$ cat config.mk
export PLATFORM = sky130hd
export DESIGN_NAME = video_bitstream_writer_top_flat
export DESIGN_NICKNAME = d
export VERILOG_FILES = /design/src/sv/vbw_pkg.sv /design/src/sv/vbw_item_if.sv /design/src/sv/vbw_res_if.sv /design/src/sv/video_bitstream_writer_top.sv /design/src/sv/vbw_front.sv /design/src/sv/vbw_cmd_fifo.sv /design/src/sv/vbw_back.sv /design/src/flat_wrapper.sv
export SDC_FILE = /design/constraint.sdc
export NUM_CORES = 1
export LEC_CHECK = 0
export BUFFER_PORTS_ARGS = -buffer_cell sky130_fd_sc_hd__buf_2
export CORE_MARGIN = 2
export CORE_UTILIZATION = 60
export CTS_BUF_LIST = sky130_fd_sc_hd__clkbuf_8 sky130_fd_sc_hd__clkbuf_16
export DETAILED_ROUTE_END_ITERATION = 8
export PLACE_DENSITY = 0.88
export REMOVE_ABC_BUFFERS = 1
export SLEW_MARGIN = 20
export SYNTH_ARGS = -nofsm -noshare
export SYNTH_HDL_FRONTEND = slang
export SYNTH_SLANG_ARGS = --single-unit
$ cat constraint.sdc
create_clock -name clk_i -period 8.2 [get_ports clk_i]
set_input_delay 0.82 -clock clk_i [delete_from_list [all_inputs] [get_ports clk_i]]
set_output_delay 0.82 -clock clk_i [all_outputs]
set_load 0.02 [all_outputs]
$ cat src/sv/vbw_pkg.sv
// ============================================================================
// vbw_pkg - shared types and constants for the video bitstream writer
// Opcodes, decoded command format, result beat layout and state encodings.
// ============================================================================
`timescale 1ns / 1ps
`default_nettype none

package vbw_pkg;

  // Input opcodes
  typedef enum logic [3:0] {
    OP_BITS_EP    = 4'd0,
    OP_RAW_BITS   = 4'd1,
    OP_UE         = 4'd2,
    OP_SE         = 4'd3,
    OP_ALIGN_ZERO = 4'd4,
    OP_ALIGN_ONE  = 4'd5,
    OP_TRAILING   = 4'd6,
    OP_FLUSH      = 4'd7,
    OP_RESTART    = 4'd8
  } opcode_e;

  // Decoded command kinds handed from front to back
  typedef enum logic [2:0] {
    CMD_PUSH,
    CMD_ALIGN0,
    CMD_ALIGN1,
    CMD_TRAIL,
    CMD_FLUSH,
    CMD_RESTART,
    CMD_NOP
  } cmd_kind_e;

  // Back-end sequencer states
  typedef enum logic [2:0] {
    BK_IDLE,
    BK_SHIFT,
    BK_PEND,
    BK_FLUSH,
    BK_STATUS
  } back_state_e;

  localparam int unsigned SHREG_W    = 64;  // MSB-aligned bit staging register
  localparam int unsigned NBITS_W    = 6;   // up to 63 bits per command
  localparam int unsigned CMDQ_DEPTH = 2;
  localparam int unsigned CMDQ_PTR_W = $clog2(CMDQ_DEPTH);
  localparam int unsigned CMDQ_CNT_W = $clog2(CMDQ_DEPTH + 1);

  localparam logic [23:0] CAP_RESET  = 24'hFF_FFFF;
  localparam logic [7:0]  EP_BYTE    = 8'h03;

  typedef struct packed {
    cmd_kind_e            kind;
    logic                 ep;
    logic [NBITS_W-1:0]   nbits;
    logic [SHREG_W-1:0]   bits;   // MSB-aligned: bit 63 goes out first
  } vbw_cmd_t;

  typedef struct packed {
    logic        byte_valid;
    logic [7:0]  out_byte;
    logic        is_flush_byte;
    logic        last;
    logic        overflow;
    logic [26:0] total_bits;
    logic [23:0] emulation_count;
  } vbw_res_t;

endpackage

`default_nettype wire

$ cat src/sv/vbw_item_if.sv
// ============================================================================
// vbw_item_if - input item channel
// Valid/ready channel carrying one syntax element per beat.
// ============================================================================
`timescale 1ns / 1ps
`default_nettype none

interface vbw_item_if;
  logic        valid;
  logic        ready;
  logic [3:0]  opcode;
  logic [31:0] value;
  logic [4:0]  length;

  modport source (output valid, output opcode, output value, output length, input ready);
  modport sink   (input valid, input opcode, input value, input length, output ready);
endinterface

`default_nettype wire

$ cat src/sv/vbw_res_if.sv
// ============================================================================
// vbw_res_if - result channel
// Valid/ready channel carrying one stream byte or one status beat.
// ============================================================================
`timescale 1ns / 1ps
`default_nettype none

interface vbw_res_if;
  logic        valid;
  logic        ready;
  logic        byte_valid;
  logic [7:0]  out_byte;
  logic        is_flush_byte;
  logic        last;
  logic        overflow;
  logic [26:0] total_bits;
  logic [23:0] emulation_count;

  modport source (output valid, output byte_valid, output out_byte, output is_flush_byte,
                  output last, output overflow, output total_bits,
                  output emulation_count, input ready);
  modport sink   (input valid, input byte_valid, input out_byte, input is_flush_byte,
                  input last, input overflow, input total_bits,
                  input emulation_count, output ready);
endinterface

`default_nettype wire

$ cat src/sv/video_bitstream_writer_top.sv
// Result path: decode register, command queue, byte sequencer, output register.
// The sequencer finishes one item before it takes the next; it shifts a field in bit
//   chunks up to a byte boundary, and each inserted 0x03 and each result stall adds a
//   sequencer step.
// Reset: rst_ni is asynchronous, active low; all counts clear, the capacity
//   register returns to 0xFFFFFF. No clearing pass is needed.
// ============================================================================
// video_bitstream_writer_top - video bitstream bit writer
// Packs fields MSB-first into bytes with emulation prevention, Exp-Golomb
// coding, alignment and a byte capacity limit.
// ============================================================================
`timescale 1ns / 1ps
`default_nettype none

module video_bitstream_writer_top #(
  // length values above this are clamped
  parameter int unsigned MAX_FIELD_BITS = 24
) (
  input  wire logic        clk_i,
  input  wire logic        rst_ni,
  input  wire logic        cfg_we_i,     // capacity_bytes write strobe
  input  wire logic [23:0] cfg_wdata_i,  // capacity_bytes value
  vbw_item_if.sink         item_i,
  vbw_res_if.source        res_o
);

  // Front end: one decode register. UE/SE code values (v+1, zigzag for SE)
  // are formed on acceptance; the bit length and MSB alignment are derived
  // on the way into the queue.
  logic               f_valid, f_ready;
  vbw_pkg::vbw_cmd_t  f_cmd;

  // Queue output to the sequencer
  logic               q_valid, q_ready;
  vbw_pkg::vbw_cmd_t  q_cmd;

  vbw_front #(
    .MAX_FIELD_BITS (MAX_FIELD_BITS)
  ) u_front (
    .clk_i       (clk_i),
    .rst_ni      (rst_ni),
    .item_i      (item_i),
    .cmd_valid_o (f_valid),
    .cmd_ready_i (f_ready),
    .cmd_o       (f_cmd)
  );

  // Two-entry queue lets decode run ahead while the sequencer is busy
  // emitting a long code or stalled by the result sink.
  vbw_cmd_fifo u_cmdq (
    .clk_i        (clk_i),
    .rst_ni       (rst_ni),
    .push_valid_i (f_valid),
    .push_ready_o (f_ready),
    .push_data_i  (f_cmd),
    .pop_valid_o  (q_valid),
    .pop_ready_i  (q_ready),
    .pop_data_o   (q_cmd)
  );

  // Back end: shifts up to one byte's worth of bits per cycle into the
  // partial byte, emits completed bytes through a single output register,
  // applies 0x03 insertion, capacity check and sticky overflow, then sends
  // one status beat (last) per item.
  vbw_back u_back (
    .clk_i       (clk_i),
    .rst_ni      (rst_ni),
    .cfg_we_i    (cfg_we_i),
    .cfg_wdata_i (cfg_wdata_i),
    .cmd_valid_i (q_valid),
    .cmd_ready_o (q_ready),
    .cmd_i       (q_cmd),
    .res_o       (res_o)
  );

endmodule

`default_nettype wire

$ cat src/sv/vbw_front.sv
// ============================================================================
// vbw_front - item decode
// Accepts items, forms the code value, then builds an MSB-aligned command.
// ============================================================================
`timescale 1ns / 1ps
`default_nettype none

module vbw_front #(
  parameter int unsigned MAX_FIELD_BITS = 24
) (
  input  wire logic             clk_i,
  input  wire logic             rst_ni,
  vbw_item_if.sink              item_i,
  output logic                  cmd_valid_o,
  input  wire logic             cmd_ready_i,
  output vbw_pkg::vbw_cmd_t     cmd_o
);

  // decode register
  logic                     a_valid_q;
  vbw_pkg::cmd_kind_e       a_kind_q,  a_kind_d;
  logic                     a_ep_q,    a_ep_d;
  logic                     a_eg_q,    a_eg_d;   // Exp-Golomb: length from code value
  logic [31:0]              a_data_q,  a_data_d;
  logic [5:0]               a_n_q,     a_n_d;

  logic [5:0]  len_c;
  logic [31:0] masked;
  logic [31:0] neg;
  logic        take;

  // index of the highest set bit, five halving steps
  function automatic logic [4:0] msb_pos(input logic [31:0] x);
    logic [31:0] w;
    logic [4:0]  p;
    w = x;
    p = '0;
    if (w[31:16] != '0) begin p[4] = 1'b1; w = w >> 16; end
    if (w[15:8]  != '0) begin p[3] = 1'b1; w = w >> 8;  end
    if (w[7:4]   != '0) begin p[2] = 1'b1; w = w >> 4;  end
    if (w[3:2]   != '0) begin p[1] = 1'b1; w = w >> 2;  end
    if (w[1])           begin p[0] = 1'b1;              end
    return p;
  endfunction

  assign take         = item_i.valid && item_i.ready;
  assign item_i.ready = !a_valid_q || cmd_ready_i;

  assign len_c  = ({1'b0, item_i.length} > 6'(MAX_FIELD_BITS)) ? 6'(MAX_FIELD_BITS)
                                                                 : {1'b0, item_i.length};
  assign masked = item_i.value & ~(32'hFFFF_FFFF << len_c);
  assign neg    = ~item_i.value + 32'd1;

  always_comb begin
    a_kind_d = vbw_pkg::CMD_NOP;
    a_ep_d   = 1'b0;
    a_eg_d   = 1'b0;
    a_data_d = masked;
    a_n_d    = len_c;
    case (item_i.opcode)
      vbw_pkg::OP_BITS_EP: begin
        a_kind_d = vbw_pkg::CMD_PUSH;
        a_ep_d   = 1'b1;
      end
      vbw_pkg::OP_RAW_BITS: begin
        a_kind_d = vbw_pkg::CMD_PUSH;
      end
      vbw_pkg::OP_UE: begin
        a_kind_d = vbw_pkg::CMD_PUSH;
        a_ep_d   = 1'b1;
        a_eg_d   = 1'b1;
        // code value is v+1, with all-ones clamped to the largest legal v
        a_data_d = (item_i.value == 32'hFFFF_FFFF) ? 32'hFFFF_FFFF
                                                    : item_i.value + 32'd1;
      end
      vbw_pkg::OP_SE: begin
        a_kind_d = vbw_pkg::CMD_PUSH;
        a_ep_d   = 1'b1;
        a_eg_d   = 1'b1;
        if (!item_i.value[31]) begin
          a_data_d = (item_i.value == '0) ? 32'd1 : {item_i.value[30:0], 1'b0};
        end else if (item_i.value == 32'h8000_0000) begin
          a_data_d = 32'hFFFF_FFFF;   // most negative value clamps
        end else begin
          a_data_d = {neg[30:0], 1'b1};
        end
      end
      vbw_pkg::OP_ALIGN_ZERO: a_kind_d = vbw_pkg::CMD_ALIGN0;
      vbw_pkg::OP_ALIGN_ONE:  a_kind_d = vbw_pkg::CMD_ALIGN1;
      vbw_pkg::OP_TRAILING:   a_kind_d = vbw_pkg::CMD_TRAIL;
      vbw_pkg::OP_FLUSH:      a_kind_d = vbw_pkg::CMD_FLUSH;
      vbw_pkg::OP_RESTART:    a_kind_d = vbw_pkg::CMD_RESTART;
      default:                a_kind_d = vbw_pkg::CMD_NOP;
    endcase
  end

  always_ff @(posedge clk_i or negedge rst_ni) begin
    if (!rst_ni) begin
      a_valid_q <= 1'b0;
    end else if (item_i.ready) begin
      a_valid_q <= item_i.valid;
    end
  end

  always_ff @(posedge clk_i) begin
    if (take) begin
      a_kind_q <= a_kind_d;
      a_ep_q   <= a_ep_d;
      a_eg_q   <= a_eg_d;
      a_data_q <= a_data_d;
      a_n_q    <= a_n_d;
    end
  end

  // Exp-Golomb word is the code value right-aligned in 2*msb+1 bits
  logic [5:0] n_cmd;
  logic [5:0] lsh;

  assign n_cmd = a_eg_q ? {msb_pos(a_data_q), 1'b1} : a_n_q;
  assign lsh   = 6'(7'd64 - {1'b0, n_cmd});

  assign cmd_valid_o = a_valid_q;
  assign cmd_o.kind  = a_kind_q;
  assign cmd_o.ep    = a_ep_q;
  assign cmd_o.nbits = n_cmd;
  assign cmd_o.bits  = {32'd0, a_data_q} << lsh;

endmodule

`default_nettype wire

$ cat src/sv/vbw_cmd_fifo.sv
// ============================================================================
// vbw_cmd_fifo - command queue
// Short first-in first-out queue between decode and the byte sequencer.
// ============================================================================
`timescale 1ns / 1ps
`default_nettype none

module vbw_cmd_fifo (
  input  wire logic              clk_i,
  input  wire logic              rst_ni,
  input  wire logic              push_valid_i,
  output logic                   push_ready_o,
  input  wire vbw_pkg::vbw_cmd_t push_data_i,
  output logic                   pop_valid_o,
  input  wire logic              pop_ready_i,
  output vbw_pkg::vbw_cmd_t      pop_data_o
);

  vbw_pkg::vbw_cmd_t                    entry_q [vbw_pkg::CMDQ_DEPTH];
  logic [vbw_pkg::CMDQ_PTR_W-1:0]       wptr_q, rptr_q;
  logic [vbw_pkg::CMDQ_CNT_W-1:0]       count_q;
  logic                                 do_push, do_pop;

  assign push_ready_o = (count_q != vbw_pkg::CMDQ_CNT_W'(vbw_pkg::CMDQ_DEPTH));
  assign pop_valid_o  = (count_q != '0);
  assign pop_data_o   = entry_q[rptr_q];
  assign do_push      = push_valid_i && push_ready_o;
  assign do_pop       = pop_valid_o && pop_ready_i;

  always_ff @(posedge clk_i or negedge rst_ni) begin
    if (!rst_ni) begin
      wptr_q  <= '0;
      rptr_q  <= '0;
      count_q <= '0;
    end else begin
      if (do_push) wptr_q <= wptr_q + 1'b1;
      if (do_pop)  rptr_q <= rptr_q + 1'b1;
      if (do_push && !do_pop)      count_q <= count_q + 1'b1;
      else if (do_pop && !do_push) count_q <= count_q - 1'b1;
    end
  end

  always_ff @(posedge clk_i) begin
    if (do_push) begin
      entry_q[wptr_q] <= push_data_i;
    end
  end

endmodule

`default_nettype wire

$ cat src/sv/vbw_back.sv
// ============================================================================
// vbw_back - byte sequencer
// Packs command bits into bytes, inserts 0x03, tracks counts and capacity.
// ============================================================================
`timescale 1ns / 1ps
`default_nettype none

module vbw_back (
  input  wire logic              clk_i,
  input  wire logic              rst_ni,
  input  wire logic              cfg_we_i,
  input  wire logic [23:0]       cfg_wdata_i,
  input  wire logic              cmd_valid_i,
  output logic                   cmd_ready_o,
  input  wire vbw_pkg::vbw_cmd_t cmd_i,
  vbw_res_if.source              res_o
);

  vbw_pkg::back_state_e state_q, state_d;
  logic [63:0] sh_q,   sh_d;
  logic [5:0]  rem_q,  rem_d;
  logic        ep_q,   ep_d;
  logic [7:0]  pend_q, pend_d;
  logic [6:0]  part_q, part_d;
  logic [2:0]  pc_q,   pc_d;
  logic [1:0]  zr_q,   zr_d;
  logic [23:0] bw_q,   bw_d;
  logic        ovf_q,  ovf_d;
  logic [23:0] emu_q,  emu_d;
  logic [23:0] cap_q;

  logic              out_valid_q;
  vbw_pkg::vbw_res_t res_q, res_d;
  logic              load_out;

  logic        out_free;
  logic        full;
  logic [3:0]  free;
  logic [3:0]  take;
  logic [3:0]  cnt;
  logic [14:0] merged;
  logic [7:0]  cur_byte;
  logic [7:0]  flush_byte;

  function automatic logic [1:0] zr_next(input logic [1:0] zr, input logic [7:0] b);
    if (b != 8'd0) return 2'd0;
    return (zr < 2'd2) ? zr + 2'd1 : 2'd2;
  endfunction

  assign out_free   = !out_valid_q || res_o.ready;
  assign full       = (bw_q >= cap_q);
  assign free       = 4'd8 - {1'b0, pc_q};
  assign take       = (rem_q < {2'b00, free}) ? rem_q[3:0] : free;
  assign cnt        = {1'b0, pc_q} + take;
  assign merged     = ({8'd0, part_q} << take) | ({7'd0, sh_q[63:56]} >> (4'd8 - take));
  assign cur_byte   = merged[7:0];
  assign flush_byte = {1'b0, part_q} << free;

  always_comb begin
    state_d     = state_q;
    sh_d        = sh_q;
    rem_d       = rem_q;
    ep_d        = ep_q;
    pend_d      = pend_q;
    part_d      = part_q;
    pc_d        = pc_q;
    zr_d        = zr_q;
    bw_d        = bw_q;
    ovf_d       = ovf_q;
    emu_d       = emu_q;
    cmd_ready_o = 1'b0;
    load_out    = 1'b0;
    res_d       = '0;

    case (state_q)
      vbw_pkg::BK_IDLE: begin
        cmd_ready_o = 1'b1;
        if (cmd_valid_i) begin
          state_d = vbw_pkg::BK_STATUS;
          case (cmd_i.kind)
            vbw_pkg::CMD_PUSH: begin
              if (!ovf_q) begin
                sh_d    = cmd_i.bits;
                rem_d   = cmd_i.nbits;
                ep_d    = cmd_i.ep;
                state_d = vbw_pkg::BK_SHIFT;
              end
            end
            vbw_pkg::CMD_ALIGN0, vbw_pkg::CMD_ALIGN1: begin
              if (!ovf_q && pc_q != 3'd0) begin
                sh_d    = (cmd_i.kind == vbw_pkg::CMD_ALIGN1) ? '1 : '0;
                rem_d   = {2'b00, free};
                ep_d    = 1'b0;
                state_d = vbw_pkg::BK_SHIFT;
              end
            end
            vbw_pkg::CMD_TRAIL: begin
              // stop bit then zero pad to the byte boundary, all under EP
              if (!ovf_q) begin
                sh_d    = {1'b1, 63'd0};
                rem_d   = {2'b00, free};
                ep_d    = 1'b1;
                state_d = vbw_pkg::BK_SHIFT;
              end
            end
            vbw_pkg::CMD_FLUSH: begin
              if (!ovf_q && pc_q != 3'd0) state_d = vbw_pkg::BK_FLUSH;
            end
            vbw_pkg::CMD_RESTART: begin
              part_d = '0;
              pc_d   = '0;
              zr_d   = '0;
              bw_d   = '0;
              ovf_d  = 1'b0;
              emu_d  = '0;
            end
            default: state_d = vbw_pkg::BK_STATUS;
          endcase
        end
      end

      vbw_pkg::BK_SHIFT: begin
        if (rem_q == '0) begin
          state_d = vbw_pkg::BK_STATUS;
        end else if (cnt != 4'd8) begin
          part_d = merged[6:0];
          pc_d   = cnt[2:0];
          sh_d   = sh_q << take;
          rem_d  = rem_q - {2'b00, take};
        end else if (out_free) begin
          part_d = '0;
          pc_d   = '0;
          sh_d   = sh_q << take;
          rem_d  = rem_q - {2'b00, take};
          if (ep_q && zr_q == 2'd2 && cur_byte < 8'd4) begin
            if (full) begin
              ovf_d   = 1'b1;
              state_d = vbw_pkg::BK_STATUS;
            end else begin
              bw_d             = bw_q + 24'd1;
              emu_d            = emu_q + 24'd1;
              zr_d             = '0;
              pend_d           = cur_byte;
              load_out         = 1'b1;
              res_d.byte_valid = 1'b1;
              res_d.out_byte   = vbw_pkg::EP_BYTE;
              state_d          = vbw_pkg::BK_PEND;
            end
          end else if (full) begin
            ovf_d   = 1'b1;
            state_d = vbw_pkg::BK_STATUS;
          end else begin
            bw_d             = bw_q + 24'd1;
            load_out         = 1'b1;
            res_d.byte_valid = 1'b1;
            res_d.out_byte   = cur_byte;
            if (ep_q) zr_d = zr_next(zr_q, cur_byte);
          end
        end
      end

      // data byte held back behind an inserted 0x03
      vbw_pkg::BK_PEND: begin
        if (out_free) begin
          if (full) begin
            ovf_d   = 1'b1;
            state_d = vbw_pkg::BK_STATUS;
          end else begin
            bw_d             = bw_q + 24'd1;
            zr_d             = zr_next(zr_q, pend_q);
            load_out         = 1'b1;
            res_d.byte_valid = 1'b1;
            res_d.out_byte   = pend_q;
            state_d          = vbw_pkg::BK_SHIFT;
          end
        end
      end

      vbw_pkg::BK_FLUSH: begin
        if (full) begin
          ovf_d   = 1'b1;
          state_d = vbw_pkg::BK_STATUS;
        end else if (out_free) begin
          load_out            = 1'b1;
          res_d.byte_valid    = 1'b1;
          res_d.out_byte      = flush_byte;
          res_d.is_flush_byte = 1'b1;
          state_d             = vbw_pkg::BK_STATUS;
        end
      end

      vbw_pkg::BK_STATUS: begin
        if (out_free) begin
          load_out   = 1'b1;
          res_d.last = 1'b1;
          state_d    = vbw_pkg::BK_IDLE;
        end
      end

      default: state_d = vbw_pkg::BK_IDLE;
    endcase

    // status fields reflect state after this beat's byte
    res_d.overflow        = ovf_d;
    res_d.total_bits      = {bw_d, pc_d};
    res_d.emulation_count = emu_d;
  end

  always_ff @(posedge clk_i or negedge rst_ni) begin
    if (!rst_ni) begin
      state_q     <= vbw_pkg::BK_IDLE;
      part_q      <= '0;
      pc_q        <= '0;
      zr_q        <= '0;
      bw_q        <= '0;
      ovf_q       <= 1'b0;
      emu_q       <= '0;
      cap_q       <= vbw_pkg::CAP_RESET;
      out_valid_q <= 1'b0;
    end else begin
      state_q <= state_d;
      part_q  <= part_d;
      pc_q    <= pc_d;
      zr_q    <= zr_d;
      bw_q    <= bw_d;
      ovf_q   <= ovf_d;
      emu_q   <= emu_d;
      if (cfg_we_i) cap_q <= cfg_wdata_i;
      if (load_out)         out_valid_q <= 1'b1;
      else if (res_o.ready) out_valid_q <= 1'b0;
    end
  end

  always_ff @(posedge clk_i) begin
    sh_q   <= sh_d;
    rem_q  <= rem_d;
    ep_q   <= ep_d;
    pend_q <= pend_d;
    if (load_out) res_q <= res_d;
  end

  assign res_o.valid           = out_valid_q;
  assign res_o.byte_valid      = res_q.byte_valid;
  assign res_o.out_byte        = res_q.out_byte;
  assign res_o.is_flush_byte   = res_q.is_flush_byte;
  assign res_o.last            = res_q.last;
  assign res_o.overflow        = res_q.overflow;
  assign res_o.total_bits      = res_q.total_bits;
  assign res_o.emulation_count = res_q.emulation_count;

endmodule

`default_nettype wire

$ cat src/flat_wrapper.sv
// flat-port wrapper written by rule: the top's interface ports become plain ports
module video_bitstream_writer_top_flat 
#(
                                         
  parameter int unsigned MAX_FIELD_BITS = 24
)
  (clk_i, rst_ni, cfg_we_i, cfg_wdata_i, item_i_valid, item_i_opcode, item_i_value, item_i_length, item_i_ready, res_o_valid, res_o_byte_valid, res_o_out_byte, res_o_is_flush_byte, res_o_last, res_o_overflow, res_o_total_bits, res_o_emulation_count, res_o_ready);
  vbw_item_if item_i_i ();
  vbw_res_if res_o_i ();
  input  wire logic clk_i;
  input  wire logic rst_ni;
  input  wire logic cfg_we_i;
  input  wire logic [23:0] cfg_wdata_i;
  input wire logic [$bits(item_i_i.valid)-1:0] item_i_valid;
  input wire logic [$bits(item_i_i.opcode)-1:0] item_i_opcode;
  input wire logic [$bits(item_i_i.value)-1:0] item_i_value;
  input wire logic [$bits(item_i_i.length)-1:0] item_i_length;
  output wire logic [$bits(item_i_i.ready)-1:0] item_i_ready;
  output wire logic [$bits(res_o_i.valid)-1:0] res_o_valid;
  output wire logic [$bits(res_o_i.byte_valid)-1:0] res_o_byte_valid;
  output wire logic [$bits(res_o_i.out_byte)-1:0] res_o_out_byte;
  output wire logic [$bits(res_o_i.is_flush_byte)-1:0] res_o_is_flush_byte;
  output wire logic [$bits(res_o_i.last)-1:0] res_o_last;
  output wire logic [$bits(res_o_i.overflow)-1:0] res_o_overflow;
  output wire logic [$bits(res_o_i.total_bits)-1:0] res_o_total_bits;
  output wire logic [$bits(res_o_i.emulation_count)-1:0] res_o_emulation_count;
  input wire logic [$bits(res_o_i.ready)-1:0] res_o_ready;
  assign item_i_i.valid = item_i_valid;
  assign item_i_i.opcode = item_i_opcode;
  assign item_i_i.value = item_i_value;
  assign item_i_i.length = item_i_length;
  assign item_i_ready = item_i_i.ready;
  assign res_o_valid = res_o_i.valid;
  assign res_o_byte_valid = res_o_i.byte_valid;
  assign res_o_out_byte = res_o_i.out_byte;
  assign res_o_is_flush_byte = res_o_i.is_flush_byte;
  assign res_o_last = res_o_i.last;
  assign res_o_overflow = res_o_i.overflow;
  assign res_o_total_bits = res_o_i.total_bits;
  assign res_o_emulation_count = res_o_i.emulation_count;
  assign res_o_i.ready = res_o_ready;
  video_bitstream_writer_top #(.MAX_FIELD_BITS(MAX_FIELD_BITS)) u_core (.clk_i(clk_i), .rst_ni(rst_ni), .cfg_we_i(cfg_we_i), .cfg_wdata_i(cfg_wdata_i), .item_i(item_i_i), .res_o(res_o_i));
endmodule
# Word-level counts from Yosys, hierarchy flattened
# Memory sizes are Yosys's and may differ from the RTL's.
# Cells that the tools add are included.
[classes] n_addsub=14 n_lt_le_gt_ge=5 eq_ne=44 shifts=6 n_mux=148 bitwise=8 n_reduce_logical=45
[op_table] cell="$mux 64" count=8
[op_table] cell="$mux 24" count=13
[op_table] cell="$pmux 64 s3" count=1
[op_table] cell="$mux 32" count=4
[op_table] cell="$pmux 64 s2" count=1
[op_table] cell="$mux 9" count=8
[op_table] cell="$pmux 24 s3" count=1
[op_table] cell="$eq 32x32->1 const B" count=2
[op_table] cell="$pmux 32 s2" count=1
[op_table] cell="$shl 32x6->64" count=1
[op_table] cell="$shl 64x4->64" count=1
[op_table] cell="$mux 3" count=20
[op_table] cell="$add 24x1->24 const B" count=2
[op_table] cell="$mux 6" count=8
[op_table] cell="$pmux 24 s2" count=1
[op_table] cell="$mux 1" count=39
[op_table] cell="$mux 2" count=19
[op_table] cell="$mux 7" count=5
[op_table] cell="$add 32x1->32 const B" count=1
[op_table] cell="$and 32x32->32" count=1
[op_table] cell="$logic_not 32->1" count=1
[op_table] cell="$not 32->32" count=1
[op_table] cell="$shl 32x5->32 const A" count=1
[op_table] cell="$add 31x1->31 const B" count=1
[op_table] cell="other kinds (66)" count=129
[totals] ff_bits=279 ramBits=148 input_bits=70 elab_cells=300 n_memories=1
[memory_table] memory="u_core.u_cmdq.entry_q" words=2 word_bits=74 read_ports=1 rd_clocked_by_memory_dff=0 wr=1 line_no="vbw_cmd_fifo.sv:19" source="vbw_pkg::vbw_cmd_t entry_q [vbw_pkg::CMDQ_DEPTH];"

# Logic depth before layout (Yosys ltp)
# Gate-level depths: netlist (run 1).
[depth] ltp_word=23 ltp_mapped=26 ltp_nobuf=19

# By module
# A second synthesis (run 1) with hierarchy kept.
[hier_totals] cells_unflattened=2641 hier_area_um2=26910.8
[modules_own_cells] mod="vbw_back" instances=1 cells_each=1559 area_per_inst_um2=14787.9
[modules_own_cells] mod="vbw_front" instances=1 cells_each=834 area_per_inst_um2=6386.1
[modules_own_cells] mod="vbw_cmd_fifo" instances=1 cells_each=248 area_per_inst_um2=5736.8

# Worst setup path before layout (run 1)
# Ideal clock, no wire load.
[synth_path] path_kind="flip-flop to flip-flop" start="reg u_core.u_back.pc_q[0]" end="reg u_core.u_back.sh_q[62], enable pin" setup_ps=312 t_arrival_ps=6949 setup_slack_ps=939 stages_incl_launch_ff=24 path_buffers=6 path_cell_list="dfrtp_1 > clkbuf_1 > inv_1 > ha_1 > clkbuf_1 > inv_1 > clkbuf_1 > ha_1 > a211oi_2 > o211ai_1 > a21boi_4 > inv_2 > buf_2 > buf_2 > buf_1 > ha_1 > inv_1 > fa_1 > xnor2_1 > or3b_2 > nor2_1 > a211oi_1 > o21a_1 > nor2b_1"
[synth_between] elab_chain_len=7
[synth_lines] element="start, declared" line_no="vbw_back.sv:25" source="logic [2:0] pc_q, pc_d;"
[synth_lines] element="start signal, assigned" line_no="vbw_back.sv:223" source="pc_q <= pc_d;"
[synth_lines] element="$sub 4x3->4" line_no="vbw_back.sv:52" source="assign free = 4'd8 - {1'b0, pc_q};"
[synth_lines] element="$lt 6x4->1" line_no="vbw_back.sv:53" source="assign take = (rem_q < {2'b00, free}) ? rem_q[3:0] : free;"
[synth_lines] element="$mux 4" line_no="vbw_back.sv:53"
[synth_lines] element="$add 3x4->4" line_no="vbw_back.sv:54" source="assign cnt = {1'b0, pc_q} + take;"
[synth_lines] element="$ne 4x4->1" line_no="vbw_back.sv:125" source="end else if (cnt != 4'd8) begin"
[synth_lines] element="$ne 3x3->1 (no line)"
[synth_lines] element="$reduce_and 8->1 (no line) *"
[synth_lines] element="end signal, assigned" line_no="vbw_back.sv:235" source="sh_q <= sh_d;"
[synth_lines] element="end, declared" line_no="vbw_back.sv:20" source="logic [63:0] sh_q, sh_d;"
# Mark *: on every way between the ends. The rest lies on a longest branch, timed or not.
# A chain may end at the register's enable or synchronous reset.

# Worst setup path after layout (run 1)
[layout_path] start="reg u_core.u_back.pc_q[0]" end="reg u_core.u_back.res_q (netlist bit u_core.u_back.res_o.emulation_count[14]) (data pin)"
[layout_between] elab_chain_len=13
[layout_lines] element="$sub 4x3->4" line_no="vbw_back.sv:52"
[layout_lines] element="$lt 6x4->1" line_no="vbw_back.sv:53"
[layout_lines] element="$mux 4" line_no="vbw_back.sv:53"
[layout_lines] element="$sub 4x4->4" line_no="vbw_back.sv:55" source="assign merged = ({8'd0, part_q} << take) | ({7'd0, sh_q[63:56]} >> (4'd8 - take));"
[layout_lines] element="$shr 8x4->8" line_no="vbw_back.sv:55"
[layout_lines] element="$or 8x8->8" line_no="vbw_back.sv:55"
[layout_lines] element="$lt 8x3->1" line_no="vbw_back.sv:135" source="if (ep_q && zr_q == 2'd2 && cur_byte < 8'd4) begin"
[layout_lines] element="$logic_and 1x1->1" line_no="vbw_back.sv:135"
[layout_lines] element="$mux 24" line_no="vbw_back.sv:135"
[layout_lines] element="$mux 24" line_no="vbw_back.sv:130" source="end else if (out_free) begin"
[layout_lines] element="$mux 24 *" line_no="vbw_back.sv:125"
[layout_lines] element="$mux 24 *" line_no="vbw_back.sv:123" source="if (rem_q == '0) begin"
[layout_lines] element="$pmux 24 s2 *" line_no="vbw_back.sv:75" source="case (state_q)"
[layout_lines] element="via u_core.u_back.emu_d[14]" line_no="vbw_back.sv:29" source="logic [23:0] emu_q, emu_d;"
[layout_lines] element="end signal, assigned" line_no="vbw_back.sv:239" source="if (load_out) res_q <= res_d;"
[layout_lines] element="end, declared" line_no="vbw_back.sv:33" source="vbw_pkg::vbw_res_t res_q, res_d;"
# The timed path passes the listed nets; every way through them passes the cells marked *.

==> results.json, run 1 <==
{
  "outcome": "finished, final reports clean",
  "crit_chain": "buf_4, inv_1, ha_1, inv_1, ha_1, a211oi_2, o21ai_2, a21boi_4, clkinv_2, ha_1, inv_1, fa_1, xnor2_1, or3b_2, nor3_1, nand2_1, nor4b_1, mux2i_1",
  "power_leakage_nw": 11.5,
  "grt-ovfl-total": 0,
  "postCtsHoldBufs": 0,
  "worstSetupEndpointType": "register",
  "tritoncts": "yes",
  "crit_path_start_kind": "register",
  "final_cells": 3241,
  "placed_area_sq_um": 27100,
  "fin_ws_ps": 1180,
  "synth_area_per_cell_sq_um": 10.1,
  "cp_data_required_time_ps": 8610,
  "synth_ff_type": "edfxtp_1",
  "hold_class": "input pin to asynchronous set/reset pin",
  "drc": 0,
  "post-place-ws_ps": 1440,
  "clockRootBuffer": "clkbuf_16",
  "io_buffers": 134,
  "cts_buffers": 45,
  "layout_min_cycle_time_ps": 7020,
  "initial_core_util_pct": 60.7,
  "syn_inst": 2590,
  "dieArea_sq_um": 45200,
  "drtAntennaViolNets": 0,
  "first_pass_iters": 6,
  "ys_seq_area_share_pct": 47.3,
  "cts.clk_slew.worst_paths_ps": 60,
  "ys_types": 91,
  "clk-insertion-delay-late_ps": 600,
  "nets": 2730,
  "grt_pass1_wl_mm": 112,
  "synth_edf_count": 332,
  "die_y_um": 213,
  "grtUsageTotal_pct": 31.6,
  "ys_async_sr_fraction_pct": 22.1,
  "r2r_cells": 18,
  "area_delta_synth_final_pct": 9.93,
  "avgViaCountPerCell": 6.76,
  "antenna_found_initial": 1,
  "tightest_slew_ps": 1140,
  "fin_total_pwr_mw": 13.5,
  "numClockSinks": 426,
  "maxCapViolations": 0,
  "grt_use_met3_pct": 4.51,
  "pin_count": 135,
  "cts_setup_buffers": 0,
  "ys_warn_count": 0,
  "finalSetupViolCount": 0,
  "path_class": "register to register",
  "crit_start": "u_core.u_back.pc_q[0]$_DFF_PN0_",
  "netlist_area_sq_um": 26100,
  "clock_skew_ps": 40.6,
  "slew_headroom_pct": 24.1,
  "rows": 76,
  "fin_util_pct": 66.8,
  "max_freq_ghz": 0.142,
  "initialDrtViolationCount": 2863,
  "critPathArrivalTime_ps": 7440,
  "finalWeightedCongestion": 0.980,
  "grtUsageMet1_pct": 40.5,
  "cts_resized": 0,
  "grt-busiest-layer": "met2",
  "via_count": 21914,
  "grt_pass1_vias": 20797,
  "die_w_um": 213,
  "clock_path_buffers": 3,
  "crit_path_end": "u_core.u_back.res_o.emulation_count[14]$_DFFE_PP_",
  "fin_area_sq_um": 28700,
  "crit_path_max_incr_delay_ps": 810,
  "powerDensity_nw_per_um2": 472,
  "wire_per_inst_um": 22.3,
  "rsz0062_at_grt": "no",
  "grt_use_met2_pct": 53.7,
  "r2r-start": "u_core.u_back.pc_q[0]$_DFF_PN0_",
  "r2r_end": "u_core.u_back.res_o.emulation_count[14]$_DFFE_PP_",
  "hold_viol": 0,
  "critPathMaxFanout": 25,
  "h-tree-depth": 2,
  "grt_max_degree": 75,
  "ir_worst_vdd_mv": 0.319,
  "placed_cells": 3157,
  "dp_hpwl_mm": 50.3,
  "ys_ff_latch": 426,
  "post-route-period-util_pct": 85.6,
  "drt_wl_total_mm": 72.3,
  "final_layout_size_suffix_gt1_share_pct": 12.1,
  "drv_slew": 0,
  "core_sq_um": 43000,
  "cpMaxStageDelayCell": "nand2_1",
  "rrSetupSlack_ps": 1180
}
[worst min path at each step]
stage / slack [ps] / end / cells after the start
after floorplan: 420 / u_core.u_cmdq.entry_q[0][70]$_DFFE_PP_ / 0
after CTS: 140 / u_core.u_back.emu_q[6]$_DFF_PN0_ / 1
after global routing: 170 / u_core.u_back.emu_q[9]$_DFF_PN0_ / 1
after detailed placement: 430 / u_core.u_cmdq.entry_q[0][71]$_DFFE_PP_ / 0
final: 140 / u_core.u_back.emu_q[9]$_DFF_PN0_ / 1
after global placement: 430 / u_core.u_cmdq.entry_q[0][71]$_DFFE_PP_ / 0
[layout make-up]
type | count | area, sq um
tap | 585 | 732
timing repair buffer | 161 | 901
inverter | 71 | 270
multi-input combinational | 1914 | 12800
sequential | 426 | 12400
clock buffer | 50 | 1220
clock inverter | 33 | 378
fill | 3248 | 14300
antenna | 1 | 2.50
[cell families after synthesis]
group                    count (synthesis)  synth area share [%]
AND/OR/NAND/NOR                        835                  14.8
AO/OA/AOI/OAI                          600                  15.4
flip-flops                             426                  47.3
multiplexers                           388                  15.1
buffers and inverters                  250                  3.76
XOR/XNOR                                50                  1.71
adder cells (fa/ha/maj)                 41                  1.99
[worst max-delay path: cells and delay by family, from the launching register on]
kind,cells,cell delay [ps]
XOR/XNOR,1,90
buffers and inverters,5,1010
AO/OA/AOI/OAI,3,1080
AND/OR/NAND/NOR,4,2440
adder cells (fa/ha/maj),4,1540
flip-flops,1,320
multiplexers,1,320
[metal layers]
metal / routed length, um / up-vias
met3: 6080 / 262
met4: 3100 / 0
li1: - / 9805
met5: 0 / -
met2: 35100 / 1355
met1: 28000 / 10492
[per-stage QoR]
| stage | setup TNS (ps) | hold slack, ps |
|---|---|---|
| after global routing | 0 | 167 |
| after global placement | 0 | 426 |
| final | 0 | 141 |
| after CTS | 0 | 135 |
| after floorplan | -285290 | 421 |
| after detailed placement | 0 | 430 |
[state kept, by name, summed over array words and instances (netlist names), 2 cells and up]
| name | cells |
|---|---|
| u_core.u_back.emu_q | 24 |
| u_core.u_back.res_o.out_byte | 8 |
| u_core.u_back.zr_q | 2 |
| u_core.u_back.rem_q | 6 |
| u_core.u_cmdq.entry_q | 148 |
| u_core.u_back.pend_q | 8 |
| u_core.u_back.sh_q | 64 |
| u_core.u_front.a_n_q | 5 |
| u_core.u_back.state_q | 3 |
| u_core.u_front.a_data_q | 32 |
| u_core.u_back.part_q | 7 |
| u_core.u_back.res_o.emulation_count | 24 |
| u_core.u_back.cap_q | 24 |
| u_core.u_front.a_kind_q | 3 |
| u_core.u_back.pc_q | 3 |
| u_core.u_back.bw_q | 24 |
| u_core.u_back.res_o.total_bits | 27 |
| u_core.u_cmdq.count_q | 2 |
[cell usage after synthesis (all sizes together), types with 9 or more instances]
master  number  area share (%)
mux2        13            0.59
o211ai      25            0.74
xnor2       27            0.93
buf         52            0.90
o221ai      77             2.6
o21ai      174             3.4
mux2i      373              14
nor3        55             1.1
dfstp       24             2.4
clkbuf     127             1.8
nand2b      14            0.34
or3         15            0.36
dfrtp       70             6.7
xor2        23            0.77
and3        25            0.60
and2        16            0.38
a31oi       22            0.55
a21o         9            0.26
nor2b       18            0.46
edfxtp     332              38
a21oi      117             2.3
or2         13            0.31
inv         70             1.0
nand2      341             4.9
nand4       27            0.65
a221o        9            0.35
ha          40             1.9
a22o        17            0.57
a211oi      23            0.68
nand3       69             1.3
o31ai       16            0.46
o22ai       30            0.72
nor4        29            0.92
nor2       191             2.7
[power breakdown]
group,total [mW],internal [mW],switching [mW]
Combinational,7.41,2.59,4.83
Sequential,3.95,3.51,0.446
Clock,2.17,1.32,0.852
Total,13.5,7.41,6.12
[layout by cell type (no fill, tap or decap), types with 20 or more instances in the layout]
cell type  instances
a211oi_1          22
a21oi_1          116
a31oi_1           21
and3_1            24
buf_2            133
buf_4             26
clkbuf_16         47
dfrtp_1           69
dfstp_2           24
edfxtp_1         332
ha_1              40
inv_1             76
mux2i_1          373
nand2_1          338
nand3_1           68
nand4_1           27
nor2_1           188
nor3_1            53
nor4_1            20
o211ai_1          24
o21ai_0          170
o221ai_1          75
o22ai_1           29
xnor2_1           26
xor2_1            22
Power figures use the tool's default switching activity.
==> inputs of run 2 (changes only) <==
--- a/config.mk
+++ b/config.mk
@@ -5,12 +5,12 @@
 export SDC_FILE = /design/constraint.sdc
 export NUM_CORES = 1
 export LEC_CHECK = 0
-export BUFFER_PORTS_ARGS = -buffer_cell sky130_fd_sc_hd__buf_2
 export CORE_MARGIN = 2
 export CORE_UTILIZATION = 60
 export CTS_BUF_LIST = sky130_fd_sc_hd__clkbuf_8 sky130_fd_sc_hd__clkbuf_16
 export DETAILED_ROUTE_END_ITERATION = 8
-export PLACE_DENSITY = 0.88
+export DONT_BUFFER_PORTS = 1
+export PLACE_DENSITY = 0.86
 export REMOVE_ABC_BUFFERS = 1
 export SLEW_MARGIN = 20
 export SYNTH_ARGS = -nofsm -noshare
==> results.json, run 2 (synthesis gave the netlist of run 1 again) <==
{
  "ir_worst_vdd_mv": 0.451,
  "cts_buffers": 43,
  "critPathArrivalTime_ps": 7470,
  "clockRootBuffer": "clkbuf_16",
  "tightest_slew_ps": 1120,
  "clock_path_buffers": 3,
  "antenna_cells": 0,
  "antenna_found_initial": 0,
  "finalWeightedCongestion": 0.986,
  "area_delta_synth_final_pct": 6.60,
  "regMostFlops": "u_core.u_cmdq.entry_q",
  "mostFrequentLayoutCell": "mux2i_1",
  "clock_skew_ps": 21.1,
  "largest_reg_flops": 148,
  "final_cells": 3098,
  "max_freq_ghz": 0.142,
  "nFillCells": 3313,
  "grt-ovfl-total": 0,
  "cp_data_required_time_ps": 8610,
  "maxCapViolations": 0,
  "dieArea_sq_um": 45200,
  "r2r_cells": 18,
  "hold_class": "input pin to asynchronous set/reset pin",
  "drt_wl_total_mm": 72.3,
  "initialDrtViolationCount": 2876,
  "die_w_um": 213,
  "drv_slew": 0,
  "fin_total_pwr_mw": 13.2,
  "fin_util_pct": 64.7,
  "initial_core_util_pct": 60.7,
  "rrSetupSlack_ps": 1140,
  "powerDensity_nw_per_um2": 474,
  "grt_pass1_wl_mm": 113,
  "grt_max_degree": 75,
  "h-tree-depth": 2,
  "layout_min_cycle_time_ps": 7060,
  "fin_hold_ws_ps": 81.4,
  "reg_top3": "u_core.u_cmdq.entry_q: 148 flops, u_core.u_back.sh_q: 64 flops, u_core.u_front.a_data_q: 32 flops",
  "fin_ws_ps": 1140,
  "crit_path_start_kind": "register",
  "placed_cells": 3020,
  "first_pass_iters": 8,
  "cts_resized": 0,
  "io_buffers": 0,
  "critPathBufInv": 5,
  "rows": 76,
  "r2r_end": "u_core.u_back.res_o.emulation_count[20]$_DFFE_PP_",
  "numClockSinks": 426,
  "cts.clk_slew.worst_paths_ps": 60,
  "die_y_um": 213,
  "r2r-start": "u_core.u_back.pc_q[0]$_DFF_PN0_",
  "crit_path_max_incr_delay_ps": 780,
  "avgViaCountPerCell": 6.85,
  "crit_chain": "buf_4, inv_1, ha_1, inv_1, ha_1, a211oi_2, o21ai_2, a21boi_4, clkinv_2, ha_1, inv_1, fa_1, xnor2_1, or3b_2, nor3_1, nand2_1, or4_1, o211ai_1",
  "pin_count": 135,
  "slew_headroom_pct": 25.3,
  "crit_family": "simple AND/OR/NAND/NOR gates",
  "grtUsageTotal_pct": 31.8,
  "post-place-ws_ps": 1370,
  "nets": 2592,
  "drc": 0,
  "power_leakage_nw": 10.9,
  "drtAntennaViolNets": 0,
  "grt_pass1_vias": 20577,
  "rsz0062_at_grt": "no",
  "critPathMaxFanout": 25,
  "layout_common_cells": "373 x mux2i_1, 337 x nand2_1, 332 x edfxtp_1",
  "cpMaxStageDelayCell": "nand2_1",
  "wire_per_inst_um": 23.3,
  "via_count": 21236,
  "tritoncts": "yes",
  "post-route-period-util_pct": 86.1,
  "final_layout_size_suffix_gt1_share_pct": 7.28,
  "clk-insertion-delay-late_ps": 590,
  "worstSetupEndpointType": "register",
  "hold_viol": 0,
  "path_class": "register to register",
  "dp_hpwl_mm": 50.2,
  "core_sq_um": 43000,
  "finalSetupViolCount": 0,
  "outcome": "finished, final reports clean"
}
[run 2: cell type report]
class                   instances  area [sq um]  area share, %
well taps                     585           732           2.63
repair buffers                 25           233          0.836
clock inverters                34           308           1.11
flip-flops and latches        426         12400           44.4
clock buffers                  43          1080           3.87
multi-input cells            1914         12900           46.2
inverters                      71           270          0.971
[run 2: worst register-to-register path: stages, from the launching register on]
cell	delay [ps]
dfrtp_1	330
buf_4	280
inv_1	140
ha_1	690
inv_1	330
ha_1	400
a211oi_2	380
o21ai_2	180
a21boi_4	520
clkinv_2	260
ha_1	280
inv_1	80
fa_1	190
xnor2_1	90
or3b_2	460
nor3_1	470
nand2_1	780
or4_1	770
o211ai_1	250
[run 2: through the flow]
| stage | TNS [ps] | instance area, sq um |
|---|---|---|
| floorplan | -285290 | 25400 |
| CTS | 0 | 27800 |
| detailed placement | 0 | 26400 |
| global route | 0 | 27800 |
| finish | 0 | 27800 |
| global placement | 0 | 26400 |
[run 2: how the worst max path moves through the flow]
stage                                    startpoint                                           endpoint  depth (start not counted)
finish              u_core.u_back.pc_q[0]$_DFF_PN0_  u_core.u_back.res_o.emulation_count[20]$_DFFE_PP_                         18
global route        u_core.u_back.pc_q[0]$_DFF_PN0_  u_core.u_back.res_o.emulation_count[20]$_DFFE_PP_                         18
CTS                 u_core.u_back.pc_q[0]$_DFF_PN0_  u_core.u_back.res_o.emulation_count[20]$_DFFE_PP_                         18
detailed placement  u_core.u_back.pc_q[0]$_DFF_PN0_  u_core.u_back.res_o.emulation_count[20]$_DFFE_PP_                         18
global placement    u_core.u_back.pc_q[0]$_DFF_PN0_  u_core.u_back.res_o.emulation_count[20]$_DFFE_PP_                         18
floorplan           u_core.u_back.pc_q[0]$_DFF_PN0_                   u_core.u_back.sh_q[62]$_DFFE_PP_                         13
[run 2: report_power, final]
group | internal (mW) | switching (mW) | leakage [nW]
sequential | 3.52 | 0.675 | 4.50
combinational | 2.47 | 4.56 | 5.68
clock | 1.09 | 0.858 | 0.698
total | 7.09 | 6.10 | 10.9
[run 2: repair_timing]
action,in CTS,in global routing
hold buffers,1,0
buffers inserted,0,0
endpoints found under the hold margin,70,0
[run 2: per-layer routing]
layer,GRT usage [%],share of wire [%],up-vias,wire [um]
li1,-,-,9514,-
met1,39.9,38,10175,27600
met2,54.5,49,1281,35100
met3,5.04,8.5,266,6120
met4,14.1,4.7,0,3380
met5,0,0,-,0
